## config.mk

```make
export PLATFORM = sky130hd
export DESIGN_NAME = nfi_ram
export DESIGN_NICKNAME = d
export VERILOG_FILES = /design/src/design/nfi_ram.sv
export SDC_FILE = /design/constraint.sdc
export NUM_CORES = 2
export LEC_CHECK = 0
export ABC_AREA = 1
export BUFFER_PORTS_ARGS = -buffer_cell sky130_fd_sc_hd__buf_2
export CAP_MARGIN = 20
export CORE_MARGIN = 2
export CORE_UTILIZATION = 54
export DETAILED_ROUTE_END_ITERATION = 12
export HOLD_SLACK_MARGIN = 0.02
export PLACE_DENSITY = 0.72
export SLEW_MARGIN = 5
export SYNTH_ARGS = -nofsm -noshare
export SYNTH_HDL_FRONTEND = slang
export SYNTH_SLANG_ARGS = --single-unit
```

## constraint.sdc

```tcl
create_clock -name clk -period 4.4 [get_ports clk]
set_input_delay 0.22 -clock clk [delete_from_list [all_inputs] [get_ports clk]]
set_output_delay 0.22 -clock clk [all_outputs]
set_load 0.02 [all_outputs]
```

## src/design/nfi_ram.sv

```systemverilog
// Generic single-write, single-read synchronous RAM with registered read data.
// No dependencies.
module nfi_ram #(
	parameter int WIDTH = 30,
	parameter int DEPTH = 64
) (
	input  logic                     clk,
	input  logic                     we,
	input  logic [$clog2(DEPTH)-1:0] waddr,
	input  logic [WIDTH-1:0]         wdata,
	input  logic [$clog2(DEPTH)-1:0] raddr,
	output logic [WIDTH-1:0]         rdata
);

	logic [WIDTH-1:0] mem [DEPTH];

	always_ff @(posedge clk) begin
		if (we) mem[waddr] <= wdata;
		rdata <= mem[raddr];
	end

endmodule

```

==> results.cfg <==
[timing]
fin_crit_ps = 2580
hold_viol = 0
slew_viol_final = 0
clock.fmax_ghz = 0.3876
whs_ps = 91.00
setup_tns_ps = 0
final.period_utilization = 0.5863
fin_skew_ps = 32.75
rsz0062_at_grt = no
setup_viol = 0
worst_slew_pin_slew_ps = 1192
maxSlewHeadroom = 0.2052

[synthesis]
synthCells = 6514
syn-cell-area_sq_um = 78130
yosysSeqAreaShare = 0.7456
yosysWarnings = 0
ys_types = 18
synth_seq_cells = 1950
syn_avg_cell_area_sq_um = 11.99
syn_nets = 6558

[final_layout]
syn2layout_area_growth_pct = 10.82
fin_nets = 6566
fillers = 10910
fin_area_sq_um = 86580
drive_gt1_frac = 0.08212

[outcome]
violations = DRC
status = finished, violations left

[drt]
routedWlPerCell_um = 25.70
initialDrtViolationCount = 7919
drc = 6
via_per_inst = 6.070
ant_nets = 0
first_pass_iters = 10
vias = 52100
wirelength_mm = 220.6

[place]
hpwlAfterDp_mm = 116.8
place_area_sq_um = 80670
io_buffer_count = 73
place_congestion = 0.8457

[floorplan]
die_area_sq_um = 147700
ios = 74
die_h_um = 384.4
core-area_sq_um = 143700
initial_core_util = 0.5439
fp.dieW_um = 384.4
rows = 139

[global_route]
grt_use_total = 0.2993
grt_max_degree = 187
antenna_found_initial = 18
grt_remaining_overflow = 0
grt_pass1_vias = 49800
grt_pass1_wl_mm = 324.3

[cts]
cts_max_level = 4
cts_setup_buffers = 0
path_clk_slew_ps = 60
clkSinkCount = 1950
cts_tree = built
root_buffer = clkbuf_16
clk_latency_ps = 820
cts-buffers-inserted = 186
cts_buffer_depth = 3

[run]
drv_cap = 0

[power]
p_per_area_nw_per_um2 = 445.6
peakVddDrop_v = 0.0004255
leakagePower_nw = 30.93

[worst_setup_path]
arrival_ps = 3240
path_class = in2reg
cp-start-kind = primary input
crit_path_max_fanout = 169
cp_data_required_time_ps = 5060
end_kind = flop

[min_path]
hold_class = in2reg
==> cells in the mapped netlist <==
cell	n	area, sq um
buf_1	24	90.09
buf_2	237	1186
buf_4	62	465.5
buf_6	16	180.2
buf_8	1	15.01
clkbuf_1	81	304.0
clkbuf_2	1	5.000
clkinv_1	2	7.510
dfxtp_1	30	600.6
edfxtp_1	1920	57660
inv_1	8	30.03
inv_2	1	3.750
inv_4	1	6.260
nand2_1	2430	9121
nand3_1	1627	8143
nand4_1	9	56.30
nor2_1	56	210.2
nor4_1	8	50.05
==> worst paths after layout <==
| path | depth (start not counted) | to | startpoint | slack (ps) |
|---|---|---|---|---|
| max | 11 | rdata[6]$_DFF_P_ | raddr[0] | 1820 |
| min | 1 | mem[4][12]$_DFFE_PP_ | wdata[12] | 90 |
| max reg2reg | 8 | rdata[6]$_DFF_P_ | mem[59][6]$_DFFE_PP_ | 2500 |
| min reg2reg | 8 | rdata[0]$_DFF_P_ | mem[57][0]$_DFFE_PP_ | 810 |
==> registers in the layout, summed over array words and instances (netlist names) <==
register and count:
mem 1920, rdata 30
==> routing by layer <==
| metal | GRT usage | wire, um | vias to the layer above |
|---|---|---|---|
| li1 | - | - | 22980 |
| met1 | 0.4121 | 82380 | 25240 |
| met2 | 0.4487 | 98470 | 3359 |
| met3 | 0.07486 | 28680 | 507 |
| met4 | 0.1448 | 10990 | 10 |
| met5 | 0 | 67 | - |
==> placed cells by master, fill, tap and decap left out <==
cell / synthesis / final
nand2_1: 2430 / 2430
edfxtp_1: 1920 / 1920
nand3_1: 1627 / 1627
clkbuf_16: 0 / 192
buf_4: 62 / 136
buf_2: 237 / 69
nor2_4: 0 / 56
clkbuf_1: 81 / 52
clkinv_1: 2 / 41
dfxtp_1: 30 / 30
clkinv_2: 0 / 27
buf_12: 0 / 23
bufinv_16: 0 / 10
dlygate4sd3_1: 0 / 10
nand4_1: 9 / 9
nor4_2: 0 / 8
diode_2: 0 / 7
inv_1: 8 / 6
clkbuf_8: 0 / 6
clkinvlp_4: 0 / 4
inv_6: 0 / 3
clkinv_8: 0 / 3
buf_8: 1 / 3
inv_16: 0 / 2
inv_8: 0 / 2
inv_2: 1 / 2
inv_4: 1 / 1
buf_16: 0 / 1
==> repair_timing <==
action	CTS	global route
hold buffers	10	0
setup endpoints to repair	0	0
hold endpoints to repair	136	0
resized for setup	0	0
==> final cells by class <==
class / count / area (sq um) / area share
sequential: 1950 / 58260 / 0.6729
multi-input combinational: 4130 / 18050 / 0.2085
clock buffer: 250 / 5082 / 0.05870
tap: 1903 / 2381 / 0.02750
timing repair buffer: 242 / 1999 / 0.02309
clock inverter: 89 / 714.4 / 0.008252
inverter: 12 / 78.83 / 0.0009104
antenna: 7 / 17.52 / 0.0002023
==> worst max-delay path, stage by stage <==
cell	delay (ps)
buf_8	490
inv_16	340
buf_12	380
nand2_1	150
nand3_1	90
nand3_1	140
nand2_1	190
nand2_1	110
nand3_1	280
nand3_1	400
nand2_1	100
==> report_power, final <==
group / switching [mW] / internal [mW]
combinational: 2.00 / 0.570
clock: 6.70 / 8.66
sequential: 0.0799 / 20.6
total: 8.78 / 29.8
==> cells by family (layout without fill, tap and decap cells) <==
logic type / after synthesis / after routing / share of synthesized area
buffers and inverters: 434 / 593 / 0.02935
DFF: 1950 / 1950 / 0.7456
other: 0 / 7 / 0
and+or+nand+nor: 4130 / 4130 / 0.2250
==> through the flow <==
stage,std cells,setup WS (ps),power [mW],utilization
after global routing,8577,1783,39.53,0.6026
after detailed placement,8227,1169,23.52,0.5615
after floorplan,6514,247.0,22.35,-
after CTS,8576,2011,38.59,0.6026
after global placement,8224,1046,23.48,0.5611
final,8583,1820,38.58,0.6027
(Power assumes the default switching activity.)
